<file path="src/hw/rtl/gtps_pkg.sv">
// ----------------------------------------------------------------------------
// Globe terminator pixel shade package
// Shared constants, register indexes and the terminator gradient table.
// ----------------------------------------------------------------------------
package gtps_pkg;

  // Configuration register indexes.
  localparam logic [1:0] REG_SUN_X = 2'd0;
  localparam logic [1:0] REG_SUN_Y = 2'd1;
  localparam logic [1:0] REG_SUN_Z = 2'd2;

  // Reset value of the sun z component (unit length in Q1.14).
  localparam logic signed [15:0] SUN_Z_RESET = 16'sd16384;

  // Gradient table geometry and shade limits.
  localparam int ROM_DEPTH = 240;
  localparam int ROM_BIAS = 120;
  localparam int LEVEL_LOW = -110;
  localparam int LEVEL_HIGH = 120;
  localparam logic signed [6:0] CLAMP_LOW = -7'sd31;
  localparam logic signed [6:0] CLAMP_HIGH = 7'sd50;
  localparam logic [4:0] VAL_MAX = 5'd31;

  // Palette groups that shade toward a fixed base.
  localparam logic [3:0] GROUP_LAND_A = 4'd1;
  localparam logic [3:0] GROUP_LAND_B = 4'd2;
  localparam logic [7:0] LAND_BASE = 8'd16;

  // Terminator gradient entry for table address idx (level idx - 120),
  // already offset by 16. Flat ends are cut at fixed break points.
  function automatic logic [5:0] gradient_entry(input logic [7:0] idx);
    logic [5:0] res;
    res = 6'(idx - 8'd104);
    if (idx < 8'd54) res = 6'd0;
    else if (idx < 8'd72) res = 6'd1;
    else if (idx < 8'd87) res = 6'd2;
    else if (idx < 8'd98) res = 6'd3;
    else if (idx < 8'd105) res = 6'd4;
    else if (idx < 8'd109) res = 6'd5;
    else if (idx < 8'd111) res = 6'd6;
    else if (idx > 8'd218) res = 6'd34;
    else if (idx > 8'd206) res = 6'd33;
    else if (idx > 8'd194) res = 6'd32;
    else if (idx > 8'd174) res = 6'd31;
    else if (idx > 8'd158) res = 6'd30;
    else if (idx > 8'd146) res = 6'd29;
    else if (idx > 8'd138) res = 6'd28;
    else if (idx > 8'd133) res = 6'd27;
    else if (idx > 8'd130) res = 6'd26;
    else if (idx > 8'd128) res = 6'd25;
    return res;
  endfunction

endpackage

</file>
<file path="src/hw/rtl/gtps_px_if.sv">
// ----------------------------------------------------------------------------
// Pixel input channel
// Valid/ready channel carrying one pixel with its normal and noise value.
// ----------------------------------------------------------------------------
interface gtps_px_if;
  logic               valid;
  logic               ready;
  logic [7:0]         pixel_color;
  logic signed [15:0] normal_x;
  logic signed [15:0] normal_y;
  logic [14:0]        normal_z;
  logic [1:0]         noise_level;

  modport source (
    output valid, pixel_color, normal_x, normal_y, normal_z, noise_level,
    input  ready
  );
  modport sink (
    input  valid, pixel_color, normal_x, normal_y, normal_z, noise_level,
    output ready
  );
endinterface

</file>
<file path="src/hw/rtl/gtps_shade_if.sv">
// ----------------------------------------------------------------------------
// Shaded pixel output channel
// Valid/ready channel carrying one shaded palette index.
// ----------------------------------------------------------------------------
interface gtps_shade_if;
  logic       valid;
  logic       ready;
  logic [7:0] shaded_color;

  modport source (output valid, shaded_color, input ready);
  modport sink (input valid, shaded_color, output ready);
endinterface

</file>
<file path="src/hw/rtl/gtps_cfg_if.sv">
// ----------------------------------------------------------------------------
// Configuration write channel
// Valid/ready channel carrying a register index and 16-bit write data.
// ----------------------------------------------------------------------------
interface gtps_cfg_if;
  logic        valid;
  logic        ready;
  logic [1:0]  index;
  logic [15:0] data;

  modport source (output valid, index, data, input ready);
  modport sink (input valid, index, data, output ready);
endinterface

</file>
<file path="src/hw/rtl/globe_terminator_pixel_shade_unit.sv">
// ----------------------------------------------------------------------------
// Globe terminator pixel shade unit
// Six-stage pipeline shading palettized globe pixels by sun angle.
// ----------------------------------------------------------------------------
// Usage:
//   cfg    : register writes (0 = sun x, 1 = sun y, 2 = sun z, Q1.14 signed).
//            Always ready; write only while no pixel is in flight.
//   px_in  : one pixel per transaction (color, normal x/y/z, noise).
//   px_out : one shaded palette index per input transaction, in order.
// Each pixel passes through the stage one to stage six registers in order and
// shows on px_out from the stage six register. Throughput is one pixel per
// clock while px_out is ready; the six pipeline registers with their valid
// bits set that figure, with the 18x18 square multipliers in stage two as the
// widest unit.
// Each stage holds its item while the stage after it is full and stalled, so
// a stall on px_out backs up only the stages that are occupied: empty stages
// still take new pixels. Nothing is dropped or repeated under a stall.
// Reset (rst, synchronous) empties the pipeline and returns the sun
// direction to (0, 0, 1.0). The gradient table is constant logic.
// ----------------------------------------------------------------------------
module globe_terminator_pixel_shade_unit
  import gtps_pkg::*;
#(
  parameter int FRAC_BITS = 14
) (
  input  logic        clk,
  input  logic        rst,
  gtps_cfg_if.sink    cfg,
  gtps_px_if.sink     px_in,
  gtps_shade_if.source px_out
);

  // Widths of the distance and level terms.
  localparam int TWO_F = 2 * FRAC_BITS;
  localparam int TW = (TWO_F + 3 > 35) ? TWO_F + 3 : 35;
  localparam int NW = TW + 8;
  localparam logic signed [TW-1:0] TWO_ONE = TW'(2) <<< TWO_F;
  localparam logic signed [NW-1:0] NUM_LOW = NW'(LEVEL_LOW) <<< TWO_F;
  localparam logic signed [NW-1:0] NUM_HIGH = NW'(LEVEL_HIGH) <<< TWO_F;
  localparam logic [8:0] IDX_BIAS = 9'(ROM_BIAS);
  localparam logic [8:0] IDX_MAX = 9'(ROM_DEPTH - 1);

  // Sun direction registers.
  logic signed [15:0] sun_x;
  logic signed [15:0] sun_y;
  logic signed [15:0] sun_z;

  // Stage valid bits and per-stage ready.
  logic [6:1] v;
  logic [6:1] rdy;

  // Stage 1: differences.
  logic signed [17:0] dx1, dy1, dz1;
  logic [7:0]         color1;
  logic [1:0]         noise1;
  logic               zero1;
  // Stage 2: squares.
  logic [31:0]        sqx2, sqy2, sqz2;
  logic [7:0]         color2;
  logic [1:0]         noise2;
  logic               zero2;
  // Stage 3: offset distance.
  logic signed [TW-1:0] t3;
  logic [7:0]           color3;
  logic [1:0]           noise3;
  logic                 zero3;
  // Stage 4: level numerator.
  logic signed [NW-1:0] num4;
  logic [7:0]           color4;
  logic [1:0]           noise4;
  logic                 zero4;
  // Stage 5: shade level after noise.
  logic signed [6:0]    r5;
  logic [7:0]           color5;
  logic                 zero5;
  // Stage 6: output register.
  logic [7:0]           shade6;

  // Configuration writes; unknown indexes are ignored.
  assign cfg.ready = 1'b1;

  always_ff @(posedge clk) begin
    if (rst) begin
      sun_x <= '0;
      sun_y <= '0;
      sun_z <= SUN_Z_RESET;
    end else if (cfg.valid) begin
      unique case (cfg.index)
        REG_SUN_X: sun_x <= cfg.data;
        REG_SUN_Y: sun_y <= cfg.data;
        REG_SUN_Z: sun_z <= cfg.data;
        default: ;
      endcase
    end
  end

  // A stage takes a new item when it is empty or its item moves on.
  always_comb begin
    rdy[6] = !v[6] || px_out.ready;
    for (int k = 5; k >= 1; k--) begin
      rdy[k] = !v[k] || rdy[k+1];
    end
  end

  assign px_in.ready = rdy[1];

  // Valid bits travel with the data.
  always_ff @(posedge clk) begin
    if (rst) begin
      v <= '0;
    end else begin
      if (rdy[1]) v[1] <= px_in.valid;
      for (int k = 2; k <= 6; k++) begin
        if (rdy[k]) v[k] <= v[k-1];
      end
    end
  end

  // Stage 1: vector differences and the empty-pixel flag.
  always_ff @(posedge clk) begin
    if (rdy[1] && px_in.valid) begin
      dx1    <= 18'(px_in.normal_x) - 18'(sun_x);
      dy1    <= 18'(px_in.normal_y) - 18'(sun_y);
      dz1    <= $signed({3'b000, px_in.normal_z}) - 18'(sun_z);
      color1 <= px_in.pixel_color;
      noise1 <= px_in.noise_level;
      zero1  <= (px_in.pixel_color == 8'd0) || (px_in.normal_z == 15'd0);
    end
  end

  // Stage 2: squared components, each below 2^32.
  logic signed [35:0] mx, my, mz;
  always_comb begin
    mx = dx1 * dx1;
    my = dy1 * dy1;
    mz = dz1 * dz1;
  end

  always_ff @(posedge clk) begin
    if (rdy[2] && v[1]) begin
      sqx2   <= mx[31:0];
      sqy2   <= my[31:0];
      sqz2   <= mz[31:0];
      color2 <= color1;
      noise2 <= noise1;
      zero2  <= zero1;
    end
  end

  // Stage 3: squared distance minus two.
  always_ff @(posedge clk) begin
    if (rdy[3] && v[2]) begin
      t3 <= $signed(TW'({2'b00, sqx2}) + TW'({2'b00, sqy2}) + TW'({2'b00, sqz2}))
            - TWO_ONE;
      color3 <= color2;
      noise3 <= noise2;
      zero3  <= zero2;
    end
  end

  // Stage 4: times 125 as 128 - 4 + 1.
  logic signed [NW-1:0] t_ext;
  assign t_ext = NW'(t3);

  always_ff @(posedge clk) begin
    if (rdy[4] && v[3]) begin
      num4   <= (t_ext <<< 7) - (t_ext <<< 2) + t_ext;
      color4 <= color3;
      noise4 <= noise3;
      zero4  <= zero3;
    end
  end

  // Stage 5: clamp or gradient lookup, then subtract the noise.
  logic signed [NW-1:0] quo;
  logic [8:0]           quo_t;
  logic [8:0]           idx;
  logic signed [6:0]    level;
  always_comb begin
    quo = num4 >>> TWO_F;
    // Floor shift plus one gives truncation toward zero for negative values.
    quo_t = quo[8:0] + 9'(num4[NW-1] && (|num4[TWO_F-1:0]));
    idx = quo_t + IDX_BIAS;
    if (idx > IDX_MAX) idx = IDX_MAX;
    if (num4 < NUM_LOW) level = CLAMP_LOW;
    else if (num4 > NUM_HIGH) level = CLAMP_HIGH;
    else level = $signed({1'b0, gradient_entry(idx[7:0])});
  end

  always_ff @(posedge clk) begin
    if (rdy[5] && v[4]) begin
      r5     <= level - $signed({5'b00000, noise4});
      color5 <= color4;
      zero5  <= zero4;
    end
  end

  // Stage 6: palette adjustment into the output register.
  logic       land;
  logic [4:0] val;
  logic [8:0] scaled;
  logic [3:0] third;
  logic [8:0] brighter;
  logic [7:0] cap;
  logic [7:0] shade_next;
  always_comb begin
    land = (color5[7:4] == GROUP_LAND_A) || (color5[7:4] == GROUP_LAND_B);
    val = (r5 > $signed({2'b00, VAL_MAX})) ? VAL_MAX : r5[4:0];
    // val / 3 for val up to 31 as (val * 11) >> 5.
    scaled = {4'b0000, val} * 9'd11;
    third = scaled[8:5];
    brighter = {1'b0, color5} + {5'b00000, third};
    cap = {color5[7:4], 4'hF};
    if (zero5) begin
      shade_next = 8'd0;
    end else if (r5 > 7'sd0) begin
      if (land) shade_next = LAND_BASE + {3'b000, val};
      else if (brighter > {1'b0, cap}) shade_next = cap;
      else shade_next = brighter[7:0];
    end else begin
      shade_next = land ? LAND_BASE : color5;
    end
  end

  always_ff @(posedge clk) begin
    if (rdy[6] && v[5]) begin
      shade6 <= shade_next;
    end
  end

  assign px_out.valid = v[6];
  assign px_out.shaded_color = shade6;

`ifndef SYNTHESIS
  // An empty pixel leaving stage five appears as color zero.
  a_empty_pixel: assert property (@(posedge clk) disable iff (rst)
    v[5] && rdy[6] && zero5 |=> px_out.valid && px_out.shaded_color == 8'd0)
    else $error("empty pixel did not shade to zero");

  // A stalled middle stage keeps its item.
  a_stage3_hold: assert property (@(posedge clk) disable iff (rst)
    v[3] && !rdy[3] |=> v[3] && $stable(t3) && $stable(color3))
    else $error("stage three lost its item under a stall");

  // The noisy shade level stays within the clamp range less the noise.
  a_level_range: assert property (@(posedge clk) disable iff (rst)
    v[5] |-> r5 >= -7'sd34 && r5 <= 7'sd50)
    else $error("shade level out of range");
`endif

endmodule
</file>
<file path="src/flat_wrapper.sv">
// flat-port wrapper written by rule: the top's interface ports become plain ports
module globe_terminator_pixel_shade_unit_flat import gtps_pkg::*;
#(
  parameter int FRAC_BITS = 14
)
  (clk, rst, cfg_valid, cfg_index, cfg_data, cfg_ready, px_in_valid, px_in_pixel_color, px_in_normal_x, px_in_normal_y, px_in_normal_z, px_in_noise_level, px_in_ready, px_out_valid, px_out_shaded_color, px_out_ready);
  gtps_cfg_if cfg_i ();
  gtps_px_if px_in_i ();
  gtps_shade_if px_out_i ();
  input  logic clk;
  input  logic rst;
  input wire logic [$bits(cfg_i.valid)-1:0] cfg_valid;
  input wire logic [$bits(cfg_i.index)-1:0] cfg_index;
  input wire logic [$bits(cfg_i.data)-1:0] cfg_data;
  output wire logic [$bits(cfg_i.ready)-1:0] cfg_ready;
  input wire logic [$bits(px_in_i.valid)-1:0] px_in_valid;
  input wire logic [$bits(px_in_i.pixel_color)-1:0] px_in_pixel_color;
  input wire logic [$bits(px_in_i.normal_x)-1:0] px_in_normal_x;
  input wire logic [$bits(px_in_i.normal_y)-1:0] px_in_normal_y;
  input wire logic [$bits(px_in_i.normal_z)-1:0] px_in_normal_z;
  input wire logic [$bits(px_in_i.noise_level)-1:0] px_in_noise_level;
  output wire logic [$bits(px_in_i.ready)-1:0] px_in_ready;
  output wire logic [$bits(px_out_i.valid)-1:0] px_out_valid;
  output wire logic [$bits(px_out_i.shaded_color)-1:0] px_out_shaded_color;
  input wire logic [$bits(px_out_i.ready)-1:0] px_out_ready;
  assign cfg_i.valid = cfg_valid;
  assign cfg_i.index = cfg_index;
  assign cfg_i.data = cfg_data;
  assign cfg_ready = cfg_i.ready;
  assign px_in_i.valid = px_in_valid;
  assign px_in_i.pixel_color = px_in_pixel_color;
  assign px_in_i.normal_x = px_in_normal_x;
  assign px_in_i.normal_y = px_in_normal_y;
  assign px_in_i.normal_z = px_in_normal_z;
  assign px_in_i.noise_level = px_in_noise_level;
  assign px_in_ready = px_in_i.ready;
  assign px_out_valid = px_out_i.valid;
  assign px_out_shaded_color = px_out_i.shaded_color;
  assign px_out_i.ready = px_out_ready;
  globe_terminator_pixel_shade_unit #(.FRAC_BITS(FRAC_BITS)) u_core (.clk(clk), .rst(rst), .cfg(cfg_i), .px_in(px_in_i), .px_out(px_out_i));
endmodule
</file>
<file path="config.mk">
export PLATFORM = sky130hd
export DESIGN_NAME = globe_terminator_pixel_shade_unit_flat
export DESIGN_NICKNAME = d
export VERILOG_FILES = /design/src/hw/rtl/gtps_pkg.sv /design/src/hw/rtl/gtps_px_if.sv /design/src/hw/rtl/gtps_shade_if.sv /design/src/hw/rtl/gtps_cfg_if.sv /design/src/hw/rtl/globe_terminator_pixel_shade_unit.sv /design/src/flat_wrapper.sv
export SDC_FILE = /design/constraint.sdc
export NUM_CORES = 2
export LEC_CHECK = 0
export CAP_MARGIN = 20
export CORE_UTILIZATION = 67
export CTS_CLUSTER_SIZE = 10
export DETAILED_ROUTE_END_ITERATION = 16
export DONT_BUFFER_PORTS = 1
export HOLD_SLACK_MARGIN = 0.08
export PLACE_DENSITY = 0.88
export RECOVER_POWER = 25
export SETUP_SLACK_MARGIN = 0.1
export SLEW_MARGIN = 20
export SYNTH_ARGS = -nofsm -noshare
export SYNTH_HDL_FRONTEND = slang
export SYNTH_SLANG_ARGS = --single-unit
</file>
<file path="constraint.sdc">
create_clock -name clk -period 12.5 [get_ports clk]
set_input_delay 1.25 -clock clk [delete_from_list [all_inputs] [get_ports clk]]
set_output_delay 1.25 -clock clk [all_outputs]
set_load 0.01 [all_outputs]
</file>
== After elaboration in Yosys (flattened, before gate mapping) ==
Cells that the tools add are included.

* Equal/unequal tests: 4
* Reductions and logical operators: 28
* Muxes and demuxes: 25
* Multiply operators: 4
* Order comparisons: 23
* Add/sub/neg operators: 14

{| class="wikitable"
|+ Operators by type and width
! kind !! number
|-
| 6-bit 2-to-1 mux || 18
|-
| 17-bit by 17-bit multiplier with 32-bit output || 3
|-
| 8-bit > comparator, second input constant || 10
|-
| 16-bit by 16-bit subtractor with 17-bit output || 3
|-
| 8-bit by 7-bit less-than comparator with 1-bit output, second input constant || 6
|-
| 43-bit by 35-bit adder with 43-bit output || 1
|-
| 43-bit by 36-bit > comparator with 1-bit output, second input constant || 1
|-
| 43-bit by 36-bit less-than comparator with 1-bit output, second input constant || 1
|-
| 42-bit by 37-bit subtractor with 43-bit output || 1
|-
| 8-bit 2-to-1 mux || 5
|-
| 35-bit by 32-bit adder with 35-bit output || 1
|-
| 35-bit by 31-bit subtractor with 35-bit output, second input constant || 1
|-
| 32-bit by 32-bit adder with 33-bit output || 1
|-
| 28-bit OR reduction || 1
|-
| 15-bit logical NOT || 1
|-
| 8-bit by 4-bit adder with 9-bit output || 1
|-
| 9-bit by 1-bit adder with 9-bit output || 1
|-
| 9-bit by 7-bit adder with 9-bit output, second input constant || 1
|-
| 9-bit by 8-bit > comparator with 1-bit output || 1
|-
| 9-bit by 8-bit > comparator with 1-bit output, second input constant || 1
|-
| 5-bit by 4-bit multiplier with 9-bit output, second input constant || 1
|-
| 8-bit logical NOT || 1
|-
| 1-bit logical OR || 8
|-
| 8-bit by 6-bit less-than comparator with 1-bit output, second input constant || 1
|-
| 15 further kinds || 28
|}

* Output and inout port bits: 11
* Bits in registers: 347

== Logic depth before layout (Yosys ltp) ==
* Depth after elaboration: 27
* Depth in mapped cells: 28
* Mapped depth without buffers: 28

== Worst setup path before layout ==
No wires, ideal clock.

* Path type: input-to-reg
* Start: in px_out_ready
* End: reg u_core.color2[0], enable pin
* Buffers on the path: 1
* Slack: 2435 ps
* Stages: 5
* Arrival time: 9339 ps
* Path through: nor2b_1 > and2_1 > and3_1 > clkbuf_1 > a21boi_0

* Cells in the longest elaborated chain, start to end: 6

{| class="wikitable"
|+ Ends and longest elaborated chain
! element !! line !! RTL
|-
| start, declared || flat_wrapper.sv:25 || <nowiki>input wire logic [$bits(px_out_i.ready)-1:0] px_out_ready;</nowiki>
|-
| 1-bit logical OR || globe_terminator_pixel_shade_unit.sv:99 || <nowiki>rdy[6] = !v[6] || px_out.ready;</nowiki>
|-
| 1-bit logical OR (4 in series) || globe_terminator_pixel_shade_unit.sv:101 || <nowiki>rdy[k] = !v[k] || rdy[k+1];</nowiki>
|-
| 1-bit logical AND || globe_terminator_pixel_shade_unit.sv:140 || <nowiki>if (rdy[2] && v[1]) begin</nowiki>
|-
| end signal, assigned || globe_terminator_pixel_shade_unit.sv:144 || <nowiki>color2 <= color1;</nowiki>
|-
| end, declared || globe_terminator_pixel_shade_unit.sv:59 || <nowiki>logic [7:0] color2;</nowiki>
|}

Every way passes these cells.
A chain may end at the register's enable or synchronous reset.

== Worst setup path in the final report ==
* Start: reg u_core.dy1[5]
* End: reg u_core.sqy2[26] (data pin)

* Cells in the longest elaborated chain, start to end: 1

{| class="wikitable"
|+ Ends and longest elaborated chain
! element !! line !! RTL
|-
| start, declared || globe_terminator_pixel_shade_unit.sv:53 || <nowiki>logic signed [17:0] dx1, dy1, dz1;</nowiki>
|-
| start signal, assigned || globe_terminator_pixel_shade_unit.sv:123 || <nowiki>dy1 <= 18'(px_in.normal_y) - 18'(sun_y);</nowiki>
|-
| 17-bit by 17-bit multiplier with 32-bit output || globe_terminator_pixel_shade_unit.sv:135 || <nowiki>my = dy1 * dy1;</nowiki>
|-
| via u_core.my[26] || globe_terminator_pixel_shade_unit.sv:132 || <nowiki>logic signed [35:0] mx, my, mz;</nowiki>
|-
| end signal, assigned || globe_terminator_pixel_shade_unit.sv:142 || <nowiki>sqy2 <= my[31:0];</nowiki>
|-
| end, declared || globe_terminator_pixel_shade_unit.sv:58 || <nowiki>logic [31:0] sqx2, sqy2, sqz2;</nowiki>
|}

The timed path passes the listed nets, and every way through them passes these cells.

==> flow_summary.yaml <==
status:
  outcome: "complete, but fails checks"
  violations: "capacitance limit, slew limit"
sta:
  worst_slew_pin_slew_ns: 2.72
  fin_ws_ns: 4.97
  hold_viol: 0
  max_slew_margin: -0.814
  fin_crit_ns: 7.53
  rsz0062_at_grt: "false"
  setup_viol: 0
  fin_setup_tns_ns: 0
  fin_worst_skew_ns: 0.0308
  fmax_ghz: 0.133
  fin_crit_sh: 0.602
  finalMaxSlewViolations: 55
floorplanning:
  placementRows: 98
  fp.coreArea_um2: 71600
  start_util: 0.678
  dieArea_um2: 73500
  die_x_um: 271
  num_io_pins: 91
  die_h_um: 271
critical_path:
  cpMaxStageDelayCell: "edfxtp_1"
  r2r_slack_ns: 4.97
  endpoint_kind: "register"
  reg2reg_to: "u_core.sqy2[26]$_DFFE_PP_"
  path_cells: "inv_1 -> nor2_1 -> fa_1 -> inv_1 -> fa_1 -> fa_1 -> inv_1 -> fa_1 -> inv_1 -> fa_1 -> inv_1 -> fa_1 -> ha_1 -> a21o_1 -> a221o_1 -> a21o_1 -> a21oi_1 -> inv_1 -> a221oi_1 -> o21ai_0 -> and2_1 -> o21ai_0 -> xnor2_1"
  r2r-start: "u_core.dy1[5]$_DFFE_PP_"
  path_max_fanout: 14
  reg2reg_depth: 23
  crit_required_ns: 12.85
  crit_path_start_kind: "register"
  cp.arrival_ns: 7.88
  critPathMaxStageDelay_ns: 0.66
  crit_type: "reg -> reg"
logic_synthesis:
  postSynthCellCount: 4905
  synth_edf_count: 290
  ys.flop_type: "edfxtp_1"
  synth_seq_cells: 344
  synth_cell_types: 90
  synth_top_area_frac: 0.334
  synthArstFlopShare: 0
  synth_warnings: 0
  synth_area_um2: 48500
  yosys-top-cells-area: "fa_1, edfxtp_1, ha_1"
  synth.avg_cell_area_um2: 9.90
  netlist_top_cells_count: "inv_1, fa_1, ha_1"
  ys_seq_area_frac: 0.202
  yosys.area.top_type: "fa_1"
  synth.most_common_cell: "inv_1"
global_route:
  antenna_found_initial: 1
  grt.overflow.total: 0
  grt_max_degree: 71
  grt_pass1_wl_mm: 181
  grt_usage: 0.310
  grt_pass1_vias: 36400
drt:
  routed_wl_mm: 109
  ant_nets: 0
  drtIter0Drc: 2669
  drc: 0
  drtPass1Iterations: 9
  routed_via_density: 5.80
  wl_per_cell_um: 18.7
  num_vias: 33900
clocking:
  clock_sinks: 344
  cts_root_buf: "clkbuf_16"
  tritoncts: "done"
  cts_buffers: 45
  clk_transition_reported_paths_ns: 0.05
  cts_resized: 0
  cts_setup_buffers: 0
  htreeDepth: 2
  clockBufferDepth: 3
  clock_insertion_delay_worst_skew_ns: 0.61
  hold_buffers: 0
flow_run:
  drv_cap: 1
place:
  pre_cts_slack_ns: 5.02
  post-dp-hpwl_mm: 89.2
  routabilityCongestion: 0.943
  io_buffers: 0
worst_hold_path:
  hold_start: "u_core.color1[4]$_DFFE_PP_"
  whs_path_depth: 0
  hold_class: "reg -> reg"
  whs_endpoint: "u_core.color2[4]$_DFFE_PP_"
final_layout:
  synthToLayoutAreaGrowth_pct: 4.76
  nNetsFinal: 6216
  drive_gt1_frac: 0.0223
-- sequential cells by signal, indices dropped and copies added, names as in the netlist, 17 cells and up --
| register | count |
|---|---|
| u_core.num4 | 43 |
| u_core.t3 | 35 |
| u_core.sqx2 | 31 |
| u_core.sqy2 | 31 |
| u_core.sqz2 | 31 |
| u_core.dx1 | 17 |
| u_core.dy1 | 17 |
| u_core.dz1 | 17 |
-- layout by cell type (no fill, tap or decap), drive strengths merged, types with 28 or more instances in the layout --
cell	n
inv	1096
a21oi	206
nand3	49
nor2	245
ha	463
dfxtp	54
and3	28
nor3	69
a21o	80
o21a	56
nand2	398
fa	810
edfxtp	290
nand2b	43
o21ai	106
xor2	58
xnor2	198
and2	201
clkbuf	71
nor2b	48
-- critical path: cells and delay by family, from the launching register on --
| kind | cells | cell delay, ns |
|---|---|---|
| xor+xnor | 1 | 0.10 |
| buf+inv | 6 | 0.59 |
| compound gates | 7 | 2.08 |
| fa+ha+maj | 7 | 3.25 |
| simple gates | 2 | 0.57 |
| flops | 1 | 0.66 |
-- cell families (layout without fill, tap and decap cells) --
group,Yosys count,count (layout),synth area share
buffers and inverters,1197,1187,0.0929
adders and majority gates,1273,1273,0.453
DFF,344,344,0.202
and+or+nand+nor,1182,1182,0.117
xor gates and xnor gates,256,256,0.0462
muxes,4,4,0.000851
AOI/OAI and AO/OA,647,647,0.0874
other,2,4,0.000155
-- how the worst max path moves through the flow --
| stage | start | end | slack [ns] |
|---|---|---|---|
| floorplan | px_out_ready | u_core.color2[0]$_DFFE_PP_ | 2.44 |
| global placement | u_core.dy1[5]$_DFFE_PP_ | u_core.sqy2[30]$_DFFE_PP_ | 5.25 |
| detailed placement | u_core.dy1[5]$_DFFE_PP_ | u_core.sqy2[30]$_DFFE_PP_ | 5.02 |
| CTS | u_core.dy1[5]$_DFFE_PP_ | u_core.sqy2[30]$_DFFE_PP_ | 5.00 |
| global route | u_core.dy1[5]$_DFFE_PP_ | u_core.sqy2[30]$_DFFE_PP_ | 4.60 |
| finish | u_core.dy1[5]$_DFFE_PP_ | u_core.sqy2[26]$_DFFE_PP_ | 4.97 |
-- per-stage QoR --
step                utilization  std cells  hold WS (ns)  area (um2)
finish                    0.710       5847         0.413       50900
global route              0.710       5846         0.420       50900
CTS                       0.710       5846         0.414       50900
detailed placement        0.691       5766         0.405       49500
global placement          0.691       5766         0.401       49500
floorplan                     -       4906         0.400       48500
-- final cells by class --
type                    instances  area (um2)
inverters                    1096        4110
well taps                     950        1190
flip-flops and latches        344        9790
repair buffers                 11        71.3
diodes                          1        2.50
multi-input cells            3365       34300
clock inverters                12         139
fillers                      4965       20800
clock buffers                  68        1250
-- layer usage --
layer,GRT usage,vias to the layer above,share of wire
met2,0.526,1427,0.49
met4,0.143,0,0.054
met5,0,-,0
met3,0.0546,303,0.077
met1,0.389,16700,0.38
li1,-,15500,-
Power is left out: the tool's default activity adds up to more than one toggle a clock period on the data nets, which glitch-free logic cannot reach.
